### config.mk
export PLATFORM = sky130hd
export DESIGN_NAME = rgb_contrast_stretch_top
export DESIGN_NICKNAME = d
export VERILOG_FILES = /design/src/hw/rtl/rcs_pkg.sv /design/src/hw/rtl/rgb_contrast_stretch_top.sv /design/src/hw/rtl/rcs_fifo.sv /design/src/hw/rtl/rcs_front.sv /design/src/hw/rtl/rcs_lane.sv /design/src/hw/rtl/rcs_back.sv
export SDC_FILE = /design/constraint.sdc
export NUM_CORES = 2
export LEC_CHECK = 0
export ABC_AREA = 0
export BUFFER_PORTS_ARGS = -buffer_cell sky130_fd_sc_hd__clkbuf_2
export CAP_MARGIN = 20
export CELL_PAD_IN_SITES_DETAIL_PLACEMENT = 0
export CELL_PAD_IN_SITES_GLOBAL_PLACEMENT = 1
export CORE_ASPECT_RATIO = 1.75
export CORE_UTILIZATION = 58
export CTS_BUF_LIST = sky130_fd_sc_hd__clkbuf_4 sky130_fd_sc_hd__clkbuf_8
export DETAILED_ROUTE_END_ITERATION = 10
export GPL_TIMING_DRIVEN = 0
export PLACE_DENSITY = 0.87
export SYNTH_ARGS = -nofsm -noshare
export SYNTH_HDL_FRONTEND = slang
export SYNTH_SLANG_ARGS = --single-unit
### constraint.sdc
create_clock -name clk_i -period 23 [get_ports clk_i]
set_input_delay 2.3 -clock clk_i [delete_from_list [all_inputs] [get_ports clk_i]]
set_output_delay 2.3 -clock clk_i [all_outputs]
set_load 0.02 [all_outputs]
### src/hw/rtl/rcs_pkg.sv
// ----------------------------------------------------------------------------
// rcs_pkg: shared types and constants of the RGB contrast stretch
// Sample width, configuration register indexes, command codes and the
// control bundle that the back end drives into its channel lanes.
// ----------------------------------------------------------------------------
package rcs_pkg;

  localparam int unsigned SAMPLE_W    = 8;
  localparam int unsigned FIELD_LANES = 3;
  localparam int unsigned CFG_IDX_W   = 2;
  // Signed width of tmin*den + (v - lo)*(tmax - tmin).
  localparam int unsigned NUM_W       = 2 * (SAMPLE_W + 1) + 1;
  localparam int unsigned STEP_W      = $clog2(SAMPLE_W);

  localparam logic [CFG_IDX_W-1:0] REG_TARGET_MIN = CFG_IDX_W'(0);
  localparam logic [CFG_IDX_W-1:0] REG_TARGET_MAX = CFG_IDX_W'(1);

  localparam logic CMD_GATHER = 1'b0;
  localparam logic CMD_MAP    = 1'b1;

  localparam logic [SAMPLE_W-1:0] SAMPLE_MAX = '1;

  typedef logic [SAMPLE_W-1:0] sample_t;

  typedef struct packed {
    logic load;   // compute numerator and classify
    logic step;   // one quotient bit
  } lane_ctrl_t;

endpackage

### src/hw/rtl/rgb_contrast_stretch_top.sv
// ----------------------------------------------------------------------------
// rgb_contrast_stretch_top: per-channel min-max contrast stretch
// An image is streamed twice. Gather items (command 0) track the minimum and
// maximum of each channel; frame_start reloads both from that pixel. Map
// items (command 1) each give one result item with every channel remapped
// to target_min + (v - min) * (target_max - target_min) / (max - min),
// truncated toward zero and clamped to 0..255. A flat channel gives
// target_min and sets its bit in flat_channels.
// Channels: input and output use valid/ready; the config port writes
// target_min (index 0) and target_max (index 1) and is always ready.
// Gather items are taken one per cycle, as long as the map queue has room.
// A map item passes the back end in order: the pop loads it, ST_MUL forms the
// numerator, ST_DIV runs the bit-serial divider (one quotient bit per cycle,
// all channels in parallel) and ST_DONE loads the output register.
// A two-entry queue decouples input from the divider.
// Reset clears statistics to zero, sets targets to 0 and 255, empties the
// queue. A stalled receiver holds the result; the queue then fills and input
// ready drops.
// ----------------------------------------------------------------------------
module rgb_contrast_stretch_top import rcs_pkg::*; #(
  parameter int unsigned CHANNELS = 3
) (
  input  logic                 clk_i,
  input  logic                 rst_ni,
  input  logic                 cfg_valid_i,
  output logic                 cfg_ready_o,
  input  logic [CFG_IDX_W-1:0] cfg_index_i,
  input  logic [SAMPLE_W-1:0]  cfg_data_i,
  input  logic                 in_valid_i,
  output logic                 in_ready_o,
  input  logic                 command_i,
  input  logic                 frame_start_i,
  input  logic [SAMPLE_W-1:0]  in_red_i,
  input  logic [SAMPLE_W-1:0]  in_green_i,
  input  logic [SAMPLE_W-1:0]  in_blue_i,
  output logic                 out_valid_o,
  input  logic                 out_ready_i,
  output logic [SAMPLE_W-1:0]  out_red_o,
  output logic [SAMPLE_W-1:0]  out_green_o,
  output logic [SAMPLE_W-1:0]  out_blue_o,
  output logic [FIELD_LANES-1:0] flat_channels_o
);

  localparam int unsigned LANES   = (CHANNELS < FIELD_LANES) ? CHANNELS : FIELD_LANES;
  localparam int unsigned ENTRY_W = 3 * LANES * SAMPLE_W;

  sample_t                   tmin_q, tmax_q;
  sample_t [FIELD_LANES-1:0] in_field, out_field;
  logic    [FIELD_LANES-1:0] out_flat_field;
  sample_t [LANES-1:0]       in_samp, out_samp;
  logic    [LANES-1:0]       out_flat;
  logic                      push_valid, push_ready, pop_valid, pop_ready;
  logic    [ENTRY_W-1:0]     push_data, pop_data;

  assign cfg_ready_o = 1'b1;

  always_ff @(posedge clk_i or negedge rst_ni) begin
    if (!rst_ni) begin
      tmin_q <= '0;
      tmax_q <= SAMPLE_MAX;
    end else if (cfg_valid_i) begin
      if (cfg_index_i == REG_TARGET_MIN) tmin_q <= cfg_data_i;
      if (cfg_index_i == REG_TARGET_MAX) tmax_q <= cfg_data_i;
    end
  end

  assign in_field = {in_blue_i, in_green_i, in_red_i};

  for (genvar k = 0; k < FIELD_LANES; k++) begin : g_field
    if (k < LANES) begin : g_used
      assign in_samp[k]        = in_field[k];
      assign out_field[k]      = out_samp[k];
      assign out_flat_field[k] = out_flat[k];
    end else begin : g_unused
      assign out_field[k]      = '0;
      assign out_flat_field[k] = 1'b0;
    end
  end

  rcs_front #(.LANES(LANES)) u_front (
    .clk_i         (clk_i),
    .rst_ni        (rst_ni),
    .in_valid_i    (in_valid_i),
    .in_ready_o    (in_ready_o),
    .command_i     (command_i),
    .frame_start_i (frame_start_i),
    .sample_i      (in_samp),
    .push_valid_o  (push_valid),
    .push_ready_i  (push_ready),
    .push_data_o   (push_data)
  );

  rcs_fifo #(.WIDTH(ENTRY_W), .DEPTH(2)) u_fifo (
    .clk_i        (clk_i),
    .rst_ni       (rst_ni),
    .push_valid_i (push_valid),
    .push_ready_o (push_ready),
    .push_data_i  (push_data),
    .pop_valid_o  (pop_valid),
    .pop_ready_i  (pop_ready),
    .pop_data_o   (pop_data)
  );

  rcs_back #(.LANES(LANES)) u_back (
    .clk_i        (clk_i),
    .rst_ni       (rst_ni),
    .pop_valid_i  (pop_valid),
    .pop_ready_o  (pop_ready),
    .pop_data_i   (pop_data),
    .tmin_i       (tmin_q),
    .tmax_i       (tmax_q),
    .out_valid_o  (out_valid_o),
    .out_ready_i  (out_ready_i),
    .out_sample_o (out_samp),
    .out_flat_o   (out_flat)
  );

  assign out_red_o       = out_field[0];
  assign out_green_o     = out_field[1];
  assign out_blue_o      = out_field[2];
  assign flat_channels_o = out_flat_field;

endmodule

### src/hw/rtl/rcs_fifo.sv
// ----------------------------------------------------------------------------
// rcs_fifo: small register queue between front and back end
// Holds map items with the statistics captured at their acceptance.
// ----------------------------------------------------------------------------
module rcs_fifo #(
  parameter int unsigned WIDTH = 72,
  parameter int unsigned DEPTH = 2
) (
  input  logic             clk_i,
  input  logic             rst_ni,
  input  logic             push_valid_i,
  output logic             push_ready_o,
  input  logic [WIDTH-1:0] push_data_i,
  output logic             pop_valid_o,
  input  logic             pop_ready_i,
  output logic [WIDTH-1:0] pop_data_o
);

  localparam int unsigned PTR_W = (DEPTH > 1) ? $clog2(DEPTH) : 1;
  localparam int unsigned CNT_W = $clog2(DEPTH + 1);

  logic [WIDTH-1:0] mem_q [DEPTH];
  logic [PTR_W-1:0] wr_ptr_q, wr_ptr_d, rd_ptr_q, rd_ptr_d;
  logic [CNT_W-1:0] cnt_q, cnt_d;
  logic             push, pop;

  assign push_ready_o = (cnt_q != CNT_W'(DEPTH));
  assign pop_valid_o  = (cnt_q != '0);
  assign pop_data_o   = mem_q[rd_ptr_q];
  assign push         = push_valid_i && push_ready_o;
  assign pop          = pop_valid_o && pop_ready_i;

  always_comb begin
    wr_ptr_d = wr_ptr_q;
    rd_ptr_d = rd_ptr_q;
    cnt_d    = cnt_q;
    if (push) begin
      wr_ptr_d = (wr_ptr_q == PTR_W'(DEPTH - 1)) ? '0 : wr_ptr_q + PTR_W'(1);
    end
    if (pop) begin
      rd_ptr_d = (rd_ptr_q == PTR_W'(DEPTH - 1)) ? '0 : rd_ptr_q + PTR_W'(1);
    end
    if (push && !pop) begin
      cnt_d = cnt_q + CNT_W'(1);
    end else if (pop && !push) begin
      cnt_d = cnt_q - CNT_W'(1);
    end
  end

  always_ff @(posedge clk_i or negedge rst_ni) begin
    if (!rst_ni) begin
      wr_ptr_q <= '0;
      rd_ptr_q <= '0;
      cnt_q    <= '0;
    end else begin
      wr_ptr_q <= wr_ptr_d;
      rd_ptr_q <= rd_ptr_d;
      cnt_q    <= cnt_d;
    end
  end

  always_ff @(posedge clk_i) begin
    if (push) begin
      mem_q[wr_ptr_q] <= push_data_i;
    end
  end

endmodule

### src/hw/rtl/rcs_front.sv
// ----------------------------------------------------------------------------
// rcs_front: input side of the contrast stretch
// Gather items update the per-channel minimum and maximum; map items are
// queued together with the statistics in force when they arrive.
// ----------------------------------------------------------------------------
module rcs_front import rcs_pkg::*; #(
  parameter int unsigned LANES = 3
) (
  input  logic                              clk_i,
  input  logic                              rst_ni,
  input  logic                              in_valid_i,
  output logic                              in_ready_o,
  input  logic                              command_i,
  input  logic                              frame_start_i,
  input  sample_t [LANES-1:0]               sample_i,
  output logic                              push_valid_o,
  input  logic                              push_ready_i,
  output logic [3*LANES*SAMPLE_W-1:0]       push_data_o
);

  sample_t [LANES-1:0] min_q, min_d, max_q, max_d;
  logic                gather;

  assign in_ready_o   = push_ready_i;
  assign gather       = in_valid_i && push_ready_i && (command_i == CMD_GATHER);
  assign push_valid_o = in_valid_i && (command_i == CMD_MAP);
  assign push_data_o  = {sample_i, min_q, max_q};

  always_comb begin
    min_d = min_q;
    max_d = max_q;
    for (int k = 0; k < LANES; k++) begin
      if (gather) begin
        if (frame_start_i) begin
          min_d[k] = sample_i[k];
          max_d[k] = sample_i[k];
        end else begin
          if (sample_i[k] < min_q[k]) min_d[k] = sample_i[k];
          if (sample_i[k] > max_q[k]) max_d[k] = sample_i[k];
        end
      end
    end
  end

  always_ff @(posedge clk_i or negedge rst_ni) begin
    if (!rst_ni) begin
      min_q <= '0;
      max_q <= '0;
    end else begin
      min_q <= min_d;
      max_q <= max_d;
    end
  end

endmodule

### src/hw/rtl/rcs_lane.sv
// ----------------------------------------------------------------------------
// rcs_lane: remap of one channel sample
// Forms the exact numerator combinationally and captures it on load, then finds
// the clamped quotient with a restoring divider that yields one bit per cycle.
// ----------------------------------------------------------------------------
module rcs_lane import rcs_pkg::*; (
  input  logic       clk_i,
  input  lane_ctrl_t ctrl_i,
  input  sample_t    sample_i,
  input  sample_t    lo_i,
  input  sample_t    hi_i,
  input  sample_t    tmin_i,
  input  sample_t    tmax_i,
  output sample_t    result_o,
  output logic       flat_o
);

  localparam int unsigned DIFF_W = SAMPLE_W + 1;
  localparam int unsigned PROD_W = 2 * DIFF_W;
  localparam int unsigned BASE_W = 2 * SAMPLE_W;

  // The statistics always satisfy lo <= hi, so den = hi - lo is never negative.
  sample_t                   den;
  logic signed [DIFF_W-1:0]  diff, span;
  logic signed [PROD_W-1:0]  prod;
  logic        [BASE_W-1:0]  base;
  logic signed [NUM_W-1:0]   num;
  logic        [NUM_W-2:0]   limit;

  sample_t           den_q, rem_q, rem_d, low_q, low_d, quot_q, quot_d;
  logic              flat_q, neg_q, sat_q;
  logic [SAMPLE_W:0] trial;

  assign den   = hi_i - lo_i;
  assign diff  = $signed({1'b0, sample_i}) - $signed({1'b0, lo_i});
  assign span  = $signed({1'b0, tmax_i}) - $signed({1'b0, tmin_i});
  assign prod  = diff * span;
  assign base  = tmin_i * den;
  assign num   = $signed({{(NUM_W - BASE_W){1'b0}}, base})
               + $signed({{(NUM_W - PROD_W){prod[PROD_W-1]}}, prod});
  assign limit = (NUM_W - 1)'({den, {SAMPLE_W{1'b0}}});

  assign trial = {rem_q, low_q[SAMPLE_W-1]};

  always_comb begin
    rem_d  = rem_q;
    low_d  = low_q;
    quot_d = quot_q;
    if (ctrl_i.load) begin
      rem_d  = num[BASE_W-1:SAMPLE_W];
      low_d  = num[SAMPLE_W-1:0];
      quot_d = '0;
    end else if (ctrl_i.step) begin
      low_d = {low_q[SAMPLE_W-2:0], 1'b0};
      if (trial >= {1'b0, den_q}) begin
        rem_d  = SAMPLE_W'(trial - {1'b0, den_q});
        quot_d = {quot_q[SAMPLE_W-2:0], 1'b1};
      end else begin
        rem_d  = trial[SAMPLE_W-1:0];
        quot_d = {quot_q[SAMPLE_W-2:0], 1'b0};
      end
    end
  end

  always_ff @(posedge clk_i) begin
    if (ctrl_i.load) begin
      den_q  <= den;
      flat_q <= (den == '0);
      neg_q  <= num[NUM_W-1];
      sat_q  <= (num[NUM_W-2:0] >= limit);
    end
    rem_q  <= rem_d;
    low_q  <= low_d;
    quot_q <= quot_d;
  end

  always_comb begin
    priority if (flat_q) begin
      result_o = tmin_i;
    end else if (neg_q) begin
      result_o = '0;
    end else if (sat_q) begin
      result_o = SAMPLE_MAX;
    end else begin
      result_o = quot_q;
    end
  end

  assign flat_o = flat_q;

endmodule

### src/hw/rtl/rcs_back.sv
// ----------------------------------------------------------------------------
// rcs_back: execution side of the contrast stretch
// Takes one queued map item at a time, runs the channel lanes through
// numerator and division steps, and holds the result in an output register.
// ----------------------------------------------------------------------------
module rcs_back import rcs_pkg::*; #(
  parameter int unsigned LANES = 3
) (
  input  logic                        clk_i,
  input  logic                        rst_ni,
  input  logic                        pop_valid_i,
  output logic                        pop_ready_o,
  input  logic [3*LANES*SAMPLE_W-1:0] pop_data_i,
  input  sample_t                     tmin_i,
  input  sample_t                     tmax_i,
  output logic                        out_valid_o,
  input  logic                        out_ready_i,
  output sample_t [LANES-1:0]         out_sample_o,
  output logic [LANES-1:0]            out_flat_o
);

  typedef enum logic [3:0] {
    ST_IDLE = 4'b0001,
    ST_MUL  = 4'b0010,
    ST_DIV  = 4'b0100,
    ST_DONE = 4'b1000
  } state_e;

  state_e              state_q, state_d;
  logic [STEP_W-1:0]   cnt_q, cnt_d;
  sample_t [LANES-1:0] samp_q, lo_q, hi_q, res;
  logic [LANES-1:0]    flat;
  logic                out_valid_q, out_valid_d, load_out;
  sample_t [LANES-1:0] out_sample_q;
  logic [LANES-1:0]    out_flat_q;
  lane_ctrl_t          ctrl;

  assign pop_ready_o = (state_q == ST_IDLE);
  assign ctrl.load   = (state_q == ST_MUL);
  assign ctrl.step   = (state_q == ST_DIV);
  assign load_out    = (state_q == ST_DONE) && (!out_valid_q || out_ready_i);
  assign out_valid_d = (out_valid_q && !out_ready_i) || load_out;

  always_comb begin
    state_d = state_q;
    cnt_d   = cnt_q;
    unique case (state_q)
      ST_IDLE: begin
        if (pop_valid_i) state_d = ST_MUL;
      end
      ST_MUL: begin
        cnt_d   = '0;
        state_d = ST_DIV;
      end
      ST_DIV: begin
        cnt_d = cnt_q + STEP_W'(1);
        if (cnt_q == STEP_W'(SAMPLE_W - 1)) state_d = ST_DONE;
      end
      ST_DONE: begin
        if (load_out) state_d = ST_IDLE;
      end
      default: state_d = ST_IDLE;
    endcase
  end

  always_ff @(posedge clk_i or negedge rst_ni) begin
    if (!rst_ni) begin
      state_q     <= ST_IDLE;
      cnt_q       <= '0;
      out_valid_q <= 1'b0;
    end else begin
      state_q     <= state_d;
      cnt_q       <= cnt_d;
      out_valid_q <= out_valid_d;
    end
  end

  always_ff @(posedge clk_i) begin
    if (pop_valid_i && pop_ready_o) begin
      {samp_q, lo_q, hi_q} <= pop_data_i;
    end
    if (load_out) begin
      out_sample_q <= res;
      out_flat_q   <= flat;
    end
  end

  for (genvar k = 0; k < LANES; k++) begin : g_lane
    rcs_lane u_lane (
      .clk_i    (clk_i),
      .ctrl_i   (ctrl),
      .sample_i (samp_q[k]),
      .lo_i     (lo_q[k]),
      .hi_i     (hi_q[k]),
      .tmin_i   (tmin_i),
      .tmax_i   (tmax_i),
      .result_o (res[k]),
      .flat_o   (flat[k])
    );
  end

  assign out_valid_o  = out_valid_q;
  assign out_sample_o = out_sample_q;
  assign out_flat_o   = out_flat_q;

endmodule

==> out/metrics.cfg <==
[sta]
final_max_slew_viol_count = 0
hold_viol = 0
finalCritPeriodShare_pct = 44.91
fmax_ghz = 0.09680
setup-tns-final_ns = 0
fin_skew_ns = 0.03579
worst_pin_slew_ns = 1.144
setup_viol = 0
rsz0062_at_grt = no
fin_crit_ns = 10.33
slew_headroom_pct = 23.57

[critical_path]
cp.arrival_ns = 10.82
cp_top_family = adder cells
critPathSlowestCell = clkbuf_1
critical_path_required_ns = 23.49
r2r_cells = 39
path_class = reg2reg
critPathLaunchType = register
cp_max_fo = 10
crit_path_max_incr_delay_ns = 0.59
rrSetupSlack_ns = 12.67
endpoint_kind = register
rr_endpoint = u_back.g_lane[1].u_lane.sat_q
r2r_start = u_back.lo_q[9]
crit_start = u_back.lo_q[9]
critPathBufInv = 7

[detailed_routing]
dr.pass1.iters = 7
drt_iter0_markers = 1072
via_per_inst = 5.587
wl_per_cell_um = 19.89
drtAntennaViolNets = 0
routed_wl_um = 90890
drc = 0
vias = 25530

[synthesis]
synth_fa_ha_area_share_pct = 33.61
synth_cell_types = 78
synth_ff_type = edfxtp_1
yosys.area.top_type = edfxtp_1
synth_top_family_by_area = adder cells
syn_inst = 3556
postSynthAreaPerCell_um2 = 10.57
syn-cell-area_mm2 = 0.03759
ys_warn_count = 0
yosysTopAreaCellShare_pct = 25.88
syn_nets = 4380
ys_ff_latch = 424
synth_xor_area_share_pct = 3.495
synthArstFlopShare_pct = 17.92
synth_seq_area_share_pct = 32.25
yosys.area_share.simple_pct = 11.06
yosys-top-cells-area = edfxtp_1, fa_1, ha_1, inv_1, dfrtp_1
synthMuxAreaShare_pct = 4.503
synth_compound_gate_area_share_pct = 7.791
synth-edff-count = 324

[clock_network]
clock_latency_ns = 0.70
post_cts_buffers = 0
h-tree-depth = 3
cts_made_buffers = 66
clkTransAtPathRegs_ns = 0.07
cts_tree = built
cts_resized = 0
cts_buffer_depth = 3
cts_root_buf = clkbuf_8
cts_hold_buf = 0
cts.sinks = 424

[global_route]
grt_max_degree = 43
grt_first_pass_wirelength_um = 143100
grt_pass1_vias = 27010
track_usage_pct = 28.60
overflow = 0
antenna_found_initial = 1

[floorplanning]
dieHeight_um = 338.8
num_rows = 123
io_pins = 71
core_area_mm2 = 0.06418
die-area_mm2 = 0.06588
die_x_um = 194.5
start_util_pct = 58.58

[final_layout]
final_nets = 4529
area_growth_pct = 8.001
largest_register_ffs = 144
drive_gt1_share_pct = 10.25
regMostFlops = u_fifo.mem_q
final_common_cell = inv_1
most-common-layout-cells = inv_1, ha_1, fa_1
n_fill_cell = 5340

[placement]
port_buffers = 68
place_congestion = 0.9607
dp_hpwl_um = 74090

[worst_hold_path]
hold_end = u_back.out_flat_o[0]
hold_depth = 0
hold_start = u_back.g_lane[0].u_lane.flat_o
hold_class = reg2reg

[run]
cap_violations = 0

[status]
status = completed

cell type report:
cell class	instances	area [um2]	area share, %
Multi-Input combinational cell	2407	22760	56.06
Sequential cell	424	12120	29.86
Inverter	626	2350	5.787
Clock buffer	96	1171	2.884
Tap cell	812	1016	2.502
Timing Repair Buffer	81	569.3	1.402
Buffer	99	390.4	0.9615
Clock inverter	24	220.2	0.5424
Antenna cell	1	2.502	0.006163
stage by stage:
stage | worst slack, ns | util [%] | hold slack, ns | cell area (um2) | std cells
6_report | 12.67 | 63.27 | 0.4532 | 40600 | 4570
3_5_place_dp | 12.62 | 61.09 | 0.4318 | 39210 | 4449
2_1_floorplan | 14.04 | - | 0.4244 | 37590 | 3556
3_3_place_gp | 10.45 | 60.69 | 0.4299 | 38950 | 4436
4_1_cts | 12.55 | 63.26 | 0.4483 | 40600 | 4569
5_1_grt | 12.03 | 63.27 | 0.4719 | 40600 | 4570
cells in the mapped netlist (5+ instances only):
cell	count
and3_1	10
nor2_1	263
ha_1	405
nor3b_1	6
buf_2	5
mux2i_1	15
clkbuf_1	87
nand2_1	287
o21a_1	27
nand3_1	43
o21ai_0	90
a31oi_1	12
dfstp_2	9
nor2b_1	50
xnor2_1	101
nand4_1	17
inv_1	615
and2_1	90
a211oi_1	5
or2_2	11
nand2b_1	44
edfxtp_1	324
xor2_1	49
a41oi_1	5
o21bai_1	12
dfrtp_1	67
dfxtp_1	24
nor3_1	31
a21boi_0	15
nand3b_1	6
o31ai_1	32
a21o_1	37
or3_1	15
nor4_1	6
a21oi_1	111
fa_1	378
a22o_1	24
clkinv_1	11
o211ai_1	5
mux2_2	137
metal layers:
layer	global-route usage, %	up-vias	share of wire [%]
met5	0	-	0
met1	30.55	12640	36
met3	2.597	252	3.6
met4	19.35	0	7.1
met2	53.02	646	53
li1	-	12000	-
worst register-to-register path, delay by kind of cell, from the launching register on:
| kind | cells | cell delay, ns |
|---|---|---|
| adder cells (fa/ha/maj) | 11 | 4.51 |
| AO/OA/AOI/OAI | 8 | 1.70 |
| buffers and inverters | 7 | 1.01 |
| XOR/XNOR | 3 | 0.77 |
| flip-flops | 1 | 0.36 |
| AND/OR/NAND/NOR | 10 | 1.78 |
worst max-delay path by stage:
stage / cells after the start / slack, ns / to
2_1_floorplan: 7 / 14.04 / u_fifo.cnt_q[1]
3_3_place_gp: 7 / 10.45 / u_fifo.cnt_q[1]
3_5_place_dp: 39 / 12.62 / u_back.g_lane[1].u_lane.sat_q
4_1_cts: 39 / 12.55 / u_back.g_lane[1].u_lane.sat_q
5_1_grt: 36 / 12.03 / u_back.g_lane[2].u_lane.sat_q
6_report: 39 / 12.67 / u_back.g_lane[1].u_lane.sat_q
kinds of logic after synthesis:
group | Yosys count
xor+xnor | 150
buf+inv | 725
other cells | 1
compound gates | 429
simple gates | 892
mux | 152
flops | 424
fa+ha+maj | 783
Power is left out: the tool's default activity adds up to more than one toggle a clock period on the data nets, which glitch-free logic cannot reach.
